## config.mk

```make
export PLATFORM = sky130hd
export DESIGN_NAME = consensus_process_step_top
export DESIGN_NICKNAME = d
export VERILOG_FILES = /design/src/design/cps_pkg.sv /design/src/design/cps_mod.sv /design/src/design/cps_step.sv /design/src/design/consensus_process_step_top.sv
export SDC_FILE = /design/constraint.sdc
export NUM_CORES = 1
export LEC_CHECK = 0
export BUFFER_PORTS_ARGS = -buffer_cell sky130_fd_sc_hd__buf_2
export CORE_AREA = 2 2 214 216
export DETAILED_ROUTE_END_ITERATION = 8
export DIE_AREA = 0 0 216 218
export GPL_ROUTABILITY_DRIVEN = 0
export PLACE_DENSITY = 0.43
export REMOVE_ABC_BUFFERS = 1
export SLEW_MARGIN = 20
export SYNTH_ARGS = -nofsm -noshare
export SYNTH_HDL_FRONTEND = slang
export SYNTH_SLANG_ARGS = --single-unit
```

## constraint.sdc

```tcl
create_clock -name clk -period 4.4 [get_ports clk]
set_clock_uncertainty 0.05 [all_clocks]
set_input_delay 0.44 -clock clk [delete_from_list [all_inputs] [get_ports clk]]
set_output_delay 0.44 -clock clk [all_outputs]
set_load 0.01 [all_outputs]
```

## src/design/cps_pkg.sv

```systemverilog
`timescale 1ns / 1ps
// ----------------------------------------------------------------------------
// cps_pkg: shared types and constants
// Message kinds, protocol modes, register indexes and the structs that carry
// the process state and the per-item emission plan.
// ----------------------------------------------------------------------------
package cps_pkg;

    localparam logic [2:0] K_NONE    = 3'd0;
    localparam logic [2:0] K_PROPOSE = 3'd1;
    localparam logic [2:0] K_ECHO    = 3'd2;
    localparam logic [2:0] K_ACK     = 3'd3;
    localparam logic [2:0] K_DECIDE  = 3'd4;
    localparam logic [2:0] K_VOTE    = 3'd5;
    localparam logic [2:0] K_KING    = 3'd6;
    localparam logic [2:0] K_COMMIT  = 3'd7;

    localparam logic [2:0] M_FLOOD    = 3'd0;
    localparam logic [2:0] M_KING     = 3'd1;
    localparam logic [2:0] M_ECHO     = 3'd2;
    localparam logic [2:0] M_ROTATE   = 3'd3;
    localparam logic [2:0] M_MAJORITY = 3'd4;
    localparam logic [2:0] M_TWOPHASE = 3'd5;

    localparam logic [2:0] REG_MODE    = 3'd0;
    localparam logic [2:0] REG_COUNT   = 3'd1;
    localparam logic [2:0] REG_FAULT   = 3'd2;
    localparam logic [2:0] REG_OWN_ID  = 3'd3;
    localparam logic [2:0] REG_INPUT   = 3'd4;
    localparam logic [2:0] REG_CORRECT = 3'd5;

    localparam logic [1:0] VAL_BIT0 = 2'd1;  // (1 << 0)
    localparam logic [1:0] VAL_BIT1 = 2'd2;  // (1 << 1)

    typedef struct packed {
        logic [2:0] protocol_mode;
        logic [3:0] fault_bound;
        logic [3:0] own_id;
        logic       own_input;
        logic       is_correct;
    } cps_cfg_t;

    typedef struct packed {
        logic       started;
        logic [1:0] proposal_value;
        logic [7:0] phase_number;
        logic [7:0] zero_votes;
        logic [7:0] one_votes;
        logic [1:0] known_values;
        logic [7:0] round_number;
        logic       decided_flag;
        logic [1:0] decided_value;
    } cps_state_t;

    // Emission plan: zero, one or two broadcasts, or one single message.
    typedef struct packed {
        logic [1:0] nb;
        logic [2:0] kind1;
        logic [2:0] kind2;
        logic [1:0] value;
        logic [7:0] rnd;
        logic       single;
        logic [3:0] sdest;
        logic       dnow;
        logic [1:0] dval;
    } cps_plan_t;

endpackage

```

## src/design/cps_mod.sv

```systemverilog
`timescale 1ns / 1ps
// ----------------------------------------------------------------------------
// cps_mod: iterative remainder unit
// Restoring division producing dividend mod divisor, one quotient bit per
// cycle. The divisor is at most 16, so the remainder fits in five bits.
// ----------------------------------------------------------------------------
module cps_mod (
    input  logic       clk,
    input  logic       rst_n,
    input  logic       start,
    input  logic [7:0] dividend,
    input  logic [4:0] divisor,
    output logic       done,
    output logic [4:0] remainder
);
    import cps_pkg::*;

    localparam int DW = 8;
    localparam int CW = $clog2(DW + 1);

    logic [CW-1:0] cnt_reg, cnt_next;
    logic [DW-1:0] dvd_reg, dvd_next;
    logic [4:0]    rem_reg, rem_next;
    logic [4:0]    dsr_reg, dsr_next;
    logic          done_reg, done_next;
    logic [4:0]    trial;

    assign trial = {rem_reg[3:0], dvd_reg[DW-1]};

    always_comb
    begin
        cnt_next  = cnt_reg;
        dvd_next  = dvd_reg;
        rem_next  = rem_reg;
        dsr_next  = dsr_reg;
        done_next = 1'b0;
        if (start)
        begin
            cnt_next = CW'(DW);
            dvd_next = dividend;
            rem_next = '0;
            dsr_next = divisor;
        end
        else if (cnt_reg != '0)
        begin
            rem_next = (trial >= dsr_reg) ? (trial - dsr_reg) : trial;
            dvd_next = {dvd_reg[DW-2:0], 1'b0};
            cnt_next = cnt_reg - 1'b1;
            done_next = (cnt_reg == CW'(1));
        end
    end

    always_ff @(posedge clk or negedge rst_n)
    begin
        if (!rst_n)
        begin
            cnt_reg  <= '0;
            done_reg <= 1'b0;
        end
        else
        begin
            cnt_reg  <= cnt_next;
            done_reg <= done_next;
        end
    end

    always_ff @(posedge clk)
    begin
        dvd_reg <= dvd_next;
        rem_reg <= rem_next;
        dsr_reg <= dsr_next;
    end

    assign done      = done_reg;
    assign remainder = rem_reg;

endmodule

```

## src/design/cps_step.sv

```systemverilog
`timescale 1ns / 1ps
// ----------------------------------------------------------------------------
// cps_step: protocol step logic
// Given the stored state, one input item and the remainder from the shared
// unit, computes the next state and the plan of outgoing messages.
// ----------------------------------------------------------------------------
module cps_step (
    input  cps_pkg::cps_cfg_t   cfg,
    input  logic [4:0]          n_eff,
    input  cps_pkg::cps_state_t st,
    input  logic [2:0]          func,
    input  logic [1:0]          msg_value,
    input  logic [7:0]          msg_round,
    input  logic [3:0]          msg_sender,
    input  logic [4:0]          mod_rem,
    output cps_pkg::cps_state_t nxt,
    output cps_pkg::cps_plan_t  plan
);
    import cps_pkg::*;

    logic       first;
    logic [3:0] f_eff;
    logic [4:0] half;
    logic [5:0] king_thr;
    logic [7:0] z1, o1;
    logic [8:0] vsum;
    logic [7:0] next_ph;
    logic       is_lead;
    logic [1:0] mask;
    logic [1:0] d;
    logic [1:0] own_v;

    assign first    = !st.started;
    assign f_eff    = (cfg.fault_bound == 4'd0) ? 4'd1 : cfg.fault_bound;
    assign half     = {1'b0, n_eff[4:1]};
    assign king_thr = {1'b0, half} + {2'b0, f_eff};
    assign own_v    = {1'b0, cfg.own_input};
    assign is_lead  = ({1'b0, cfg.own_id} == mod_rem);
    assign next_ph  = (st.phase_number == 8'hFF) ? 8'hFF : st.phase_number + 8'd1;
    assign mask     = st.known_values | msg_value;
    // Vote counters after counting this message's value; saturate at 255.
    assign z1 = (msg_value == 2'd0 && st.zero_votes != 8'hFF) ?
                st.zero_votes + 8'd1 : st.zero_votes;
    assign o1 = (msg_value != 2'd0 && st.one_votes != 8'hFF) ?
                st.one_votes + 8'd1 : st.one_votes;
    assign vsum = {1'b0, z1} + {1'b0, o1};
    assign d    = (z1 >= o1) ? 2'd0 : 2'd1;

    always_comb
    begin
        nxt  = st;
        plan = '0;
        if (cfg.is_correct && cfg.protocol_mode <= M_TWOPHASE)
        begin
            nxt.started = 1'b1;
            case (cfg.protocol_mode)
                M_FLOOD:
                begin
                    if (first)
                    begin
                        nxt.known_values = cfg.own_input ? VAL_BIT1 : VAL_BIT0;
                        nxt.round_number = 8'd0;
                        plan.nb    = 2'd1;
                        plan.kind1 = K_PROPOSE;
                        plan.value = cfg.own_input ? VAL_BIT1 : VAL_BIT0;
                    end
                    else if (func == K_PROPOSE)
                    begin
                        nxt.known_values = mask;
                        if (msg_round < {4'd0, f_eff})
                        begin
                            nxt.round_number = msg_round + 8'd1;
                            plan.nb    = 2'd1;
                            plan.kind1 = K_PROPOSE;
                            plan.value = mask;
                            plan.rnd   = msg_round + 8'd1;
                        end
                        else
                        begin
                            plan.dnow = 1'b1;
                            plan.dval = (mask == VAL_BIT1) ? 2'd1 : 2'd0;
                        end
                    end
                end
                M_KING:
                begin
                    if (first)
                    begin
                        nxt.proposal_value = own_v;
                        nxt.phase_number   = 8'd1;
                        plan.nb    = 2'd1;
                        plan.kind1 = K_VOTE;
                        plan.value = own_v;
                        plan.rnd   = 8'd1;
                    end
                    else if (func == K_VOTE)
                    begin
                        nxt.zero_votes = z1;
                        nxt.one_votes  = o1;
                        if (z1 > o1)
                            nxt.proposal_value = 2'd0;
                        if (o1 > z1)
                            nxt.proposal_value = 2'd1;
                    end
                    else if (func == K_KING)
                    begin
                        if (!({1'b0, st.zero_votes} >= {3'd0, king_thr} ||
                              {1'b0, st.one_votes} >= {3'd0, king_thr}))
                            nxt.proposal_value = msg_value;
                        nxt.phase_number = next_ph;
                        nxt.zero_votes   = 8'd0;
                        nxt.one_votes    = 8'd0;
                        if (next_ph > {3'd0, f_eff} + 8'd1)
                        begin
                            plan.dnow = 1'b1;
                            plan.dval = nxt.proposal_value;
                        end
                        else
                        begin
                            plan.nb    = is_lead ? 2'd2 : 2'd1;
                            plan.kind1 = K_VOTE;
                            plan.kind2 = K_KING;
                            plan.value = nxt.proposal_value;
                            plan.rnd   = next_ph;
                        end
                    end
                end
                M_ECHO:
                begin
                    if (cfg.own_id == 4'd0 && first)
                    begin
                        plan.nb    = 2'd1;
                        plan.kind1 = K_PROPOSE;
                        plan.value = own_v;
                    end
                    else if (func == K_PROPOSE)
                    begin
                        nxt.proposal_value = msg_value;
                        plan.nb    = 2'd1;
                        plan.kind1 = K_ECHO;
                        plan.value = msg_value;
                    end
                    else if (func == K_ECHO)
                    begin
                        nxt.zero_votes = z1;
                        nxt.one_votes  = o1;
                        if (!st.decided_flag)
                        begin
                            // Count reaches n - f; a threshold at or below zero
                            // is met by any count.
                            if ({1'b0, z1} + {5'd0, f_eff} >= {4'd0, n_eff})
                            begin
                                plan.dnow = 1'b1;
                                plan.dval = 2'd0;
                            end
                            else if ({1'b0, o1} + {5'd0, f_eff} >= {4'd0, n_eff})
                            begin
                                plan.dnow = 1'b1;
                                plan.dval = 2'd1;
                            end
                        end
                    end
                end
                M_ROTATE:
                begin
                    if (is_lead && (first || func == K_KING))
                    begin
                        nxt.proposal_value = (st.proposal_value != 2'd0) ?
                            st.proposal_value : 2'd1;
                        plan.nb    = 2'd1;
                        plan.kind1 = K_PROPOSE;
                        plan.value = nxt.proposal_value;
                        plan.rnd   = st.round_number;
                    end
                    else if (func == K_PROPOSE)
                    begin
                        nxt.proposal_value = msg_value;
                        nxt.phase_number   = {6'd0, msg_value};
                        plan.single = 1'b1;
                        plan.sdest  = msg_sender;
                        plan.kind1  = K_ACK;
                        plan.value  = msg_value;
                        plan.rnd    = msg_round;
                    end
                    else if (func == K_ACK && is_lead)
                    begin
                        nxt.zero_votes = z1;
                        nxt.one_votes  = o1;
                        if (vsum >= {4'd0, half} + 9'd1 && !st.decided_flag)
                        begin
                            plan.dnow  = 1'b1;
                            plan.dval  = d;
                            plan.nb    = 2'd1;
                            plan.kind1 = K_DECIDE;
                            plan.value = d;
                            plan.rnd   = st.round_number;
                        end
                    end
                    else if (func == K_DECIDE)
                    begin
                        plan.dnow = 1'b1;
                        plan.dval = msg_value;
                    end
                end
                M_MAJORITY:
                begin
                    if (first)
                    begin
                        plan.nb    = 2'd1;
                        plan.kind1 = K_VOTE;
                        plan.value = own_v;
                        if (cfg.own_input)
                            nxt.one_votes = 8'd1;
                        else
                            nxt.zero_votes = 8'd1;
                    end
                    else if (func == K_VOTE)
                    begin
                        nxt.zero_votes = z1;
                        nxt.one_votes  = o1;
                        if (!st.decided_flag && vsum >= {4'd0, half} + 9'd1)
                        begin
                            plan.dnow = 1'b1;
                            plan.dval = d;
                        end
                    end
                end
                default:
                begin
                    if (cfg.own_id == 4'd0 && first)
                    begin
                        plan.nb    = 2'd1;
                        plan.kind1 = K_VOTE;
                        plan.value = own_v;
                        plan.rnd   = 8'd1;
                        nxt.phase_number = 8'd1;
                        if (cfg.own_input)
                            nxt.one_votes = 8'd1;
                        else
                            nxt.zero_votes = 8'd1;
                    end
                    else if (func == K_VOTE && msg_round == 8'd1 && cfg.own_id != 4'd0)
                    begin
                        plan.single = 1'b1;
                        plan.sdest  = 4'd0;
                        plan.kind1  = K_ACK;
                        plan.value  = own_v;
                        plan.rnd    = 8'd1;
                    end
                    else if (func == K_ACK && msg_round == 8'd1 && cfg.own_id == 4'd0)
                    begin
                        nxt.zero_votes = z1;
                        nxt.one_votes  = o1;
                        if (vsum >= {4'd0, n_eff})
                        begin
                            plan.nb    = 2'd1;
                            plan.kind1 = K_COMMIT;
                            plan.value = d;
                            plan.rnd   = 8'd2;
                            plan.dnow  = 1'b1;
                            plan.dval  = d;
                            nxt.phase_number = 8'd2;
                        end
                    end
                    else if (func == K_COMMIT && msg_round == 8'd2 && cfg.own_id != 4'd0)
                    begin
                        plan.dnow = 1'b1;
                        plan.dval = msg_value;
                    end
                end
            endcase
            if (plan.dnow)
            begin
                nxt.decided_flag  = 1'b1;
                nxt.decided_value = plan.dval;
            end
        end
    end

endmodule

```

## src/design/consensus_process_step_top.sv

```systemverilog
`timescale 1ns / 1ps
// ----------------------------------------------------------------------------
// consensus_process_step_top: one process of a crash-fault consensus protocol
// Runs one of six protocols selected by a register and emits the run of
// outgoing messages caused by each delivered item.
// ----------------------------------------------------------------------------
// Each accepted input transfer is either the first activation of the process
// or one delivered message. The block takes one item at a time: after the
// transfer it runs the eight restoring steps of the shared remainder unit and
// commits the new state, then sends its results one per cycle while the
// output accepts them, one for every other process per broadcast (at most two
// broadcasts, so up to 30 results), or a single message, or one empty result.
// A broadcast slot for this process's own id is skipped and sends nothing;
// output backpressure stalls the results. The final result of each run
// carries tlast. Registers are to be written through the APB port only while
// the block is idle; the block itself does not enforce this.
// ----------------------------------------------------------------------------
module consensus_process_step_top #(
    parameter int MAX_PROCS = 16
) (
    input  logic        clk,
    input  logic        rst_n,
    // APB configuration port
    input  logic        psel,
    input  logic        penable,
    input  logic        pwrite,
    input  logic [4:0]  paddr,
    input  logic [31:0] pwdata,
    output logic [31:0] prdata,
    output logic        pready,
    // Input stream; tdata: func[2:0], msg_value[4:3], msg_round[12:5],
    // msg_sender[16:13], zero fill above
    input  logic        s_tvalid,
    output logic        s_tready,
    input  logic [23:0] s_tdata,
    // Result stream; tdata: send_valid[0], dest_id[4:1], out_kind[7:5],
    // out_value[9:8], out_round[17:10], decided_now[18], decision_out[20:19],
    // zero fill above; tlast is last_of_run
    output logic        m_tvalid,
    input  logic        m_tready,
    output logic [23:0] m_tdata,
    output logic        m_tlast
);
    import cps_pkg::*;

    localparam int PROC_LIMIT = (MAX_PROCS < 16) ? MAX_PROCS : 16;

    typedef enum logic [2:0] {
        S_IDLE = 3'b001,
        S_DIV  = 3'b010,
        S_EMIT = 3'b100
    } state_t;

    state_t     state_reg, state_next;
    cps_cfg_t   cfg_reg, cfg_next;
    logic [4:0] count_reg, count_next;
    cps_state_t st_reg, st_next;
    cps_state_t st_calc;
    cps_plan_t  plan_reg, plan_next, plan_calc;
    logic [23:0] in_reg, in_next;
    logic [4:0] idx_reg, idx_next;
    logic       bsel_reg, bsel_next;
    logic       mv_reg, mv_next;
    logic [20:0] md_reg, md_next;
    logic       ml_reg, ml_next;

    logic       wr_en;
    logic [4:0] n_eff;
    logic       mod_start, mod_done;
    logic [4:0] mod_rem;
    logic [7:0] mod_dvd;
    logic       slot_free;
    logic       bc_end;

    // Configuration port: always ready, writes in the access phase.
    assign pready = 1'b1;
    assign wr_en  = psel && penable && pwrite;

    always_comb
    begin
        cfg_next   = cfg_reg;
        count_next = count_reg;
        if (wr_en)
        begin
            case (paddr[4:2])
                REG_MODE:    cfg_next.protocol_mode = pwdata[2:0];
                REG_COUNT:   count_next             = pwdata[4:0];
                REG_FAULT:   cfg_next.fault_bound   = pwdata[3:0];
                REG_OWN_ID:  cfg_next.own_id        = pwdata[3:0];
                REG_INPUT:   cfg_next.own_input     = pwdata[0];
                REG_CORRECT: cfg_next.is_correct    = pwdata[0];
                default:     cfg_next               = cfg_reg;
            endcase
        end
    end

    always_comb
    begin
        case (paddr[4:2])
            REG_MODE:    prdata = {29'd0, cfg_reg.protocol_mode};
            REG_COUNT:   prdata = {27'd0, count_reg};
            REG_FAULT:   prdata = {28'd0, cfg_reg.fault_bound};
            REG_OWN_ID:  prdata = {28'd0, cfg_reg.own_id};
            REG_INPUT:   prdata = {31'd0, cfg_reg.own_input};
            REG_CORRECT: prdata = {31'd0, cfg_reg.is_correct};
            default:     prdata = 32'd0;
        endcase
    end

    // Process count clamped to 2..min(MAX_PROCS, 16).
    assign n_eff = (count_reg < 5'd2) ? 5'd2 :
                   (count_reg > 5'(PROC_LIMIT)) ? 5'(PROC_LIMIT) : count_reg;

    // The shared unit yields the rotating leader (round mod n) or, for the
    // phase-king protocol, the king of the next phase (next phase mod n).
    assign mod_start = s_tvalid && s_tready;
    assign mod_dvd   = (cfg_reg.protocol_mode == M_KING) ?
                       ((st_reg.phase_number == 8'hFF) ? 8'hFF :
                        st_reg.phase_number + 8'd1) :
                       st_reg.round_number;

    cps_mod u_mod (
        .clk       (clk),
        .rst_n     (rst_n),
        .start     (mod_start),
        .dividend  (mod_dvd),
        .divisor   (n_eff),
        .done      (mod_done),
        .remainder (mod_rem)
    );

    cps_step u_step (
        .cfg        (cfg_reg),
        .n_eff      (n_eff),
        .st         (st_reg),
        .func       (in_reg[2:0]),
        .msg_value  (in_reg[4:3]),
        .msg_round  (in_reg[12:5]),
        .msg_sender (in_reg[16:13]),
        .mod_rem    (mod_rem),
        .nxt        (st_calc),
        .plan       (plan_calc)
    );

    assign s_tready  = (state_reg == S_IDLE);
    assign slot_free = !mv_reg || m_tready;
    // Current broadcast slot is the final recipient of this broadcast.
    assign bc_end = (idx_reg == n_eff - 5'd1) ||
                    (idx_reg == n_eff - 5'd2 && {1'b0, cfg_reg.own_id} == n_eff - 5'd1);

    always_comb
    begin
        state_next = state_reg;
        st_next    = st_reg;
        plan_next  = plan_reg;
        in_next    = in_reg;
        idx_next   = idx_reg;
        bsel_next  = bsel_reg;
        mv_next    = mv_reg && !m_tready;
        md_next    = md_reg;
        ml_next    = ml_reg;
        case (state_reg)
            S_IDLE:
            begin
                if (s_tvalid)
                begin
                    in_next    = s_tdata;
                    state_next = S_DIV;
                end
            end
            S_DIV:
            begin
                if (mod_done)
                begin
                    st_next    = st_calc;
                    plan_next  = plan_calc;
                    idx_next   = '0;
                    bsel_next  = 1'b0;
                    state_next = S_EMIT;
                end
            end
            S_EMIT:
            begin
                if (plan_reg.nb == 2'd0)
                begin
                    if (slot_free)
                    begin
                        mv_next = 1'b1;
                        ml_next = 1'b1;
                        if (plan_reg.single)
                            md_next = {plan_reg.dval & {2{plan_reg.dnow}}, plan_reg.dnow,
                                       plan_reg.rnd, plan_reg.value, plan_reg.kind1,
                                       plan_reg.sdest, 1'b1};
                        else
                            md_next = {plan_reg.dval & {2{plan_reg.dnow}}, plan_reg.dnow,
                                       18'd0};
                        state_next = S_IDLE;
                    end
                end
                else if (idx_reg == {1'b0, cfg_reg.own_id})
                begin
                    idx_next = idx_reg + 5'd1;
                end
                else if (slot_free)
                begin
                    mv_next = 1'b1;
                    md_next = {plan_reg.dval & {2{plan_reg.dnow}}, plan_reg.dnow,
                               plan_reg.rnd, plan_reg.value,
                               bsel_reg ? plan_reg.kind2 : plan_reg.kind1,
                               idx_reg[3:0], 1'b1};
                    ml_next  = bc_end && (plan_reg.nb == 2'd1 || bsel_reg);
                    idx_next = idx_reg + 5'd1;
                    if (bc_end)
                    begin
                        if (plan_reg.nb == 2'd2 && !bsel_reg)
                        begin
                            bsel_next = 1'b1;
                            idx_next  = '0;
                        end
                        else
                        begin
                            state_next = S_IDLE;
                        end
                    end
                end
            end
            default:
            begin
                state_next = S_IDLE;
            end
        endcase
    end

    always_ff @(posedge clk or negedge rst_n)
    begin
        if (!rst_n)
        begin
            state_reg <= S_IDLE;
            cfg_reg   <= '{protocol_mode: M_FLOOD, fault_bound: 4'd1, own_id: 4'd0,
                           own_input: 1'b0, is_correct: 1'b1};
            count_reg <= 5'd4;
            st_reg    <= '0;
            mv_reg    <= 1'b0;
            idx_reg   <= '0;
            bsel_reg  <= 1'b0;
        end
        else
        begin
            state_reg <= state_next;
            cfg_reg   <= cfg_next;
            count_reg <= count_next;
            st_reg    <= st_next;
            mv_reg    <= mv_next;
            idx_reg   <= idx_next;
            bsel_reg  <= bsel_next;
        end
    end

    always_ff @(posedge clk)
    begin
        plan_reg <= plan_next;
        in_reg   <= in_next;
        md_reg   <= md_next;
        ml_reg   <= ml_next;
    end

    assign m_tvalid = mv_reg;
    assign m_tdata  = {3'd0, md_reg};
    assign m_tlast  = ml_reg;

    // An accepted item always goes to the remainder unit next.
    a_accept_div: assert property (@(posedge clk) disable iff (!rst_n)
        s_tvalid && s_tready |=> state_reg == S_DIV)
        else $error("accepted item did not start the remainder unit");

    // The remainder is always below the process count.
    a_rem_range: assert property (@(posedge clk) disable iff (!rst_n)
        mod_done |-> mod_rem < n_eff)
        else $error("remainder not below process count");

    // The broadcast index never runs past the process count.
    a_idx_range: assert property (@(posedge clk) disable iff (!rst_n)
        state_reg == S_EMIT |-> idx_reg < n_eff)
        else $error("broadcast index out of range");

    // Back in idle, any result still waiting closes its run.
    a_idle_last: assert property (@(posedge clk) disable iff (!rst_n)
        state_reg == S_IDLE && m_tvalid |-> m_tlast)
        else $error("run left open while idle");

endmodule
```

==> metrics <==
status=finished, violations left; failing checks=negative hold slack; minimum clock period=4.14 ns; fin. max-slew vios=0; Post-CTS Setup Bufs=0; CP endpoint kind=flip-flop; drt drc=0; GRT Resource Usage Total=13.8%; Top Ports=128; die boundary width=216 µm; first-pass GRT wire length=50,200 µm; DIE AREA=0.0471 mm²; CP Launch Type=flip-flop; area share of the largest cell type after synthesis=21.4%; grt ovf=0; post-synth top area cell=edfxtp_1; ranking of synthesized cells by area=edfxtp_1 21%, dfrtp_1 16%, ha_1 9.6%; CP max stage cell=fa_1; Adder-Cell Fraction of Synth Area=10.6%; Crit path largest cell delay=0.41 ns; clock sinks=152; clk slew on worst S/H paths=0.07 ns; Layout area overhead=17.0%; fmax=0.242 GHz; DP Wirelength=24,600 µm; Max clock buf depth=2; post-synthesis simple-gate area fraction=19.1%; setup TNS=0 ns; post-synthesis instance area=0.0107 mm²; Clock Root Buffer=clkbuf_16; largest family of logic cells by synthesized area=simple AND/OR/NAND/NOR gates; Hold Path Class=input pin to asynchronous set/reset pin; CP required=4.68 ns; Fillers=4,802; worst-skew pair later-pin latency=0.45 ns; Tcrit/Tclk final=94.0%; # setup viols final=0; count of different cell masters after synthesis=90; Rel. slew slack=32.9%; DIE HEIGHT=218 µm; Seq/Total Area, Yosys=39.0%; final wirelength=31,600 µm; DRT Pass-1 Iters=5; xor/xnor share of the synthesized area=4.36%; worst slew pin tran=1.00 ns; cts bufs inserted=17; initial DRC count=695; Wirelength per Cell=17.0 µm; max_cap viols=0; complex-gate fraction of the synthesized area=17.4%; Initial Util=23.8%; vias per inst=4.66; Syn Inst Count=1,151; Yosys reg bits=152; peak supply drop=0.000261 V; wl on met1=14,500 µm; ys flop type=edfxtp_1; Worst EP arrival=4.42 ns; CP Cell Sequence=ha_1 -> nand4_1 -> o21ai_2 -> xnor2_2 -> inv_1 -> ha_1 -> inv_1 -> fa_1 -> inv_1 -> ha_1 -> a21o_1 -> a211o_1 -> a21oi_1 -> buf_4 -> a21oi_1 -> o21ai_1 -> buf_12 -> nor3_1 -> o22a_1; wire length on met2=15,100 µm; met3 wire len=1170 µm; largest net degree at the start of global routing=50; Multi-input gate area=0.00600 mm²; layout cells sized above 1=16.1%; Post-synth EDFFs=76; # diodes=0; Final Hold Violating Endpoints=5; Synth warnings=0; mean post-synth cell area=9.28 µm²; PD cells=415 mW/mm²; I/O Buffers=60; WS Path Type=flip-flop to flip-flop; RSZ-0062 raised after global routing=no; count of nets after finishing=1,399; CTS H-tree lvls=4; Routed Antenna Nets=0; Top Layer Used=met4; Row Count=78; register area=0.00416 mm²; Post-CTS Resized=0; final hold slack=-0.00412 ns; Leakage=5.26 nW; mux cell area share after synthesis=3.15%; vias in the first global route=8,492; Core Region=0.0449 mm²; CTS tree=yes; Post-synth ARST share=46.7%; Hold Buf Count CTS=0; critical path fanouts, max=14; initial antenna violation count=0; Largest register FFs=38; via count=8,659
[layout by cell type, fill, tap and decap left out, drive strengths merged, types with 16 or more instances in the layout]
cell / count
ha: 82
nand4: 16
clkbuf: 18
nor3: 29
edfxtp: 76
buf: 120
and2: 17
mux2: 17
nand2: 111
nor2: 92
nand3: 32
a21o: 25
nor2b: 23
o21ai: 69
a21oi: 70
inv: 74
conb: 32
xnor2: 34
nand2b: 22
dfrtp: 67
[logic make-up (layout without fill, tap and decap cells)]
| family | count (synthesis) | count (layout) |
|---|---|---|
| AND/OR/NAND/NOR | 404 | 404 |
| AO/OA/AOI/OAI | 283 | 283 |
| flip-flops | 152 | 152 |
| buffers and inverters | 143 | 219 |
| adder cells (fa/ha/maj) | 88 | 88 |
| XOR/XNOR | 50 | 50 |
| multiplexers | 29 | 29 |
| other | 2 | 32 |
[power by group]
group          internal [mW]  switching [mW]  leakage [nW]
logic                  0.754            1.09          3.31
registers               1.70           0.188          1.68
clock network          0.795           0.663         0.270
total                   3.25            1.94          5.26
[cell type report]
type	instances	share of cell area [%]
Clock inverter	14	1.12
Inverter	67	2.01
Sequential cell	152	33.3
Clock buffer	18	3.43
Multi-Input combinational cell	886	48.0
Timing Repair Buffer	120	6.13
Tap cell	600	6.01
[stage by stage]
stage / std cells / setup WS (ns) / area, µm² / total power, mW / util, %
6_report: 1857 / 0.263 / 12500 / 5.19 / 27.8
5_1_grt: 1857 / 0.0184 / 12500 / 5.57 / 27.8
4_1_cts: 1857 / 0.0752 / 12500 / 5.25 / 27.8
3_5_place_dp: 1825 / 0.0870 / 11900 / 3.77 / 26.5
3_3_place_gp: 1825 / 0.114 / 11900 / 3.75 / 26.5
2_1_floorplan: 1105 / 0.158 / 10400 / 3.10 / -
[layer usage]
metal | up-vias | GRT usage (%)
met5 | - | 0
met4 | 0 | 5.00
met3 | 34 | 2.43
met2 | 188 | 22.9
met1 | 4127 | 18.1
li1 | 4310 | -
[cells in the mapped netlist (all sizes together) (14+ instances only)]
cell	count
nand2	111
ha	82
xnor2	34
a21o	25
edfxtp	76
nand4	16
nor3	29
nor2	92
buf	41
xor2	14
o21ai	69
clkbuf	35
dfrtp	67
nor2b	23
a21oi	70
inv	66
mux2	17
nand3	32
a211oi	14
and2	17
nand2b	22
[critical path: cells and delay by family, from the launching register on]
family	cells	cell delay [ns]
flip-flops	1	0.36
XOR/XNOR	1	0.18
adder cells (fa/ha/maj)	4	1.08
AND/OR/NAND/NOR	2	0.20
buffers and inverters	5	0.64
AO/OA/AOI/OAI	7	1.51
[path summary, 6_finish.rpt]
kind                                           end  cells past startpoint  slack [ns]          startpoint
worst max-delay path                    st_reg[34]                     19        0.26          st_reg[21]
worst min-delay path                    st_reg[28]                      1      -0.004               rst_n
worst max register to register          st_reg[34]                     19        0.26          st_reg[21]
worst min register to register  u_mod.remainder[4]                      2        0.45  u_mod.remainder[4]
max in group asynchronous             state_reg[0]                      2        3.41               rst_n
min in group clk                         in_reg[0]                      1        0.12          s_tdata[0]
(Power assumes the default switching activity.)
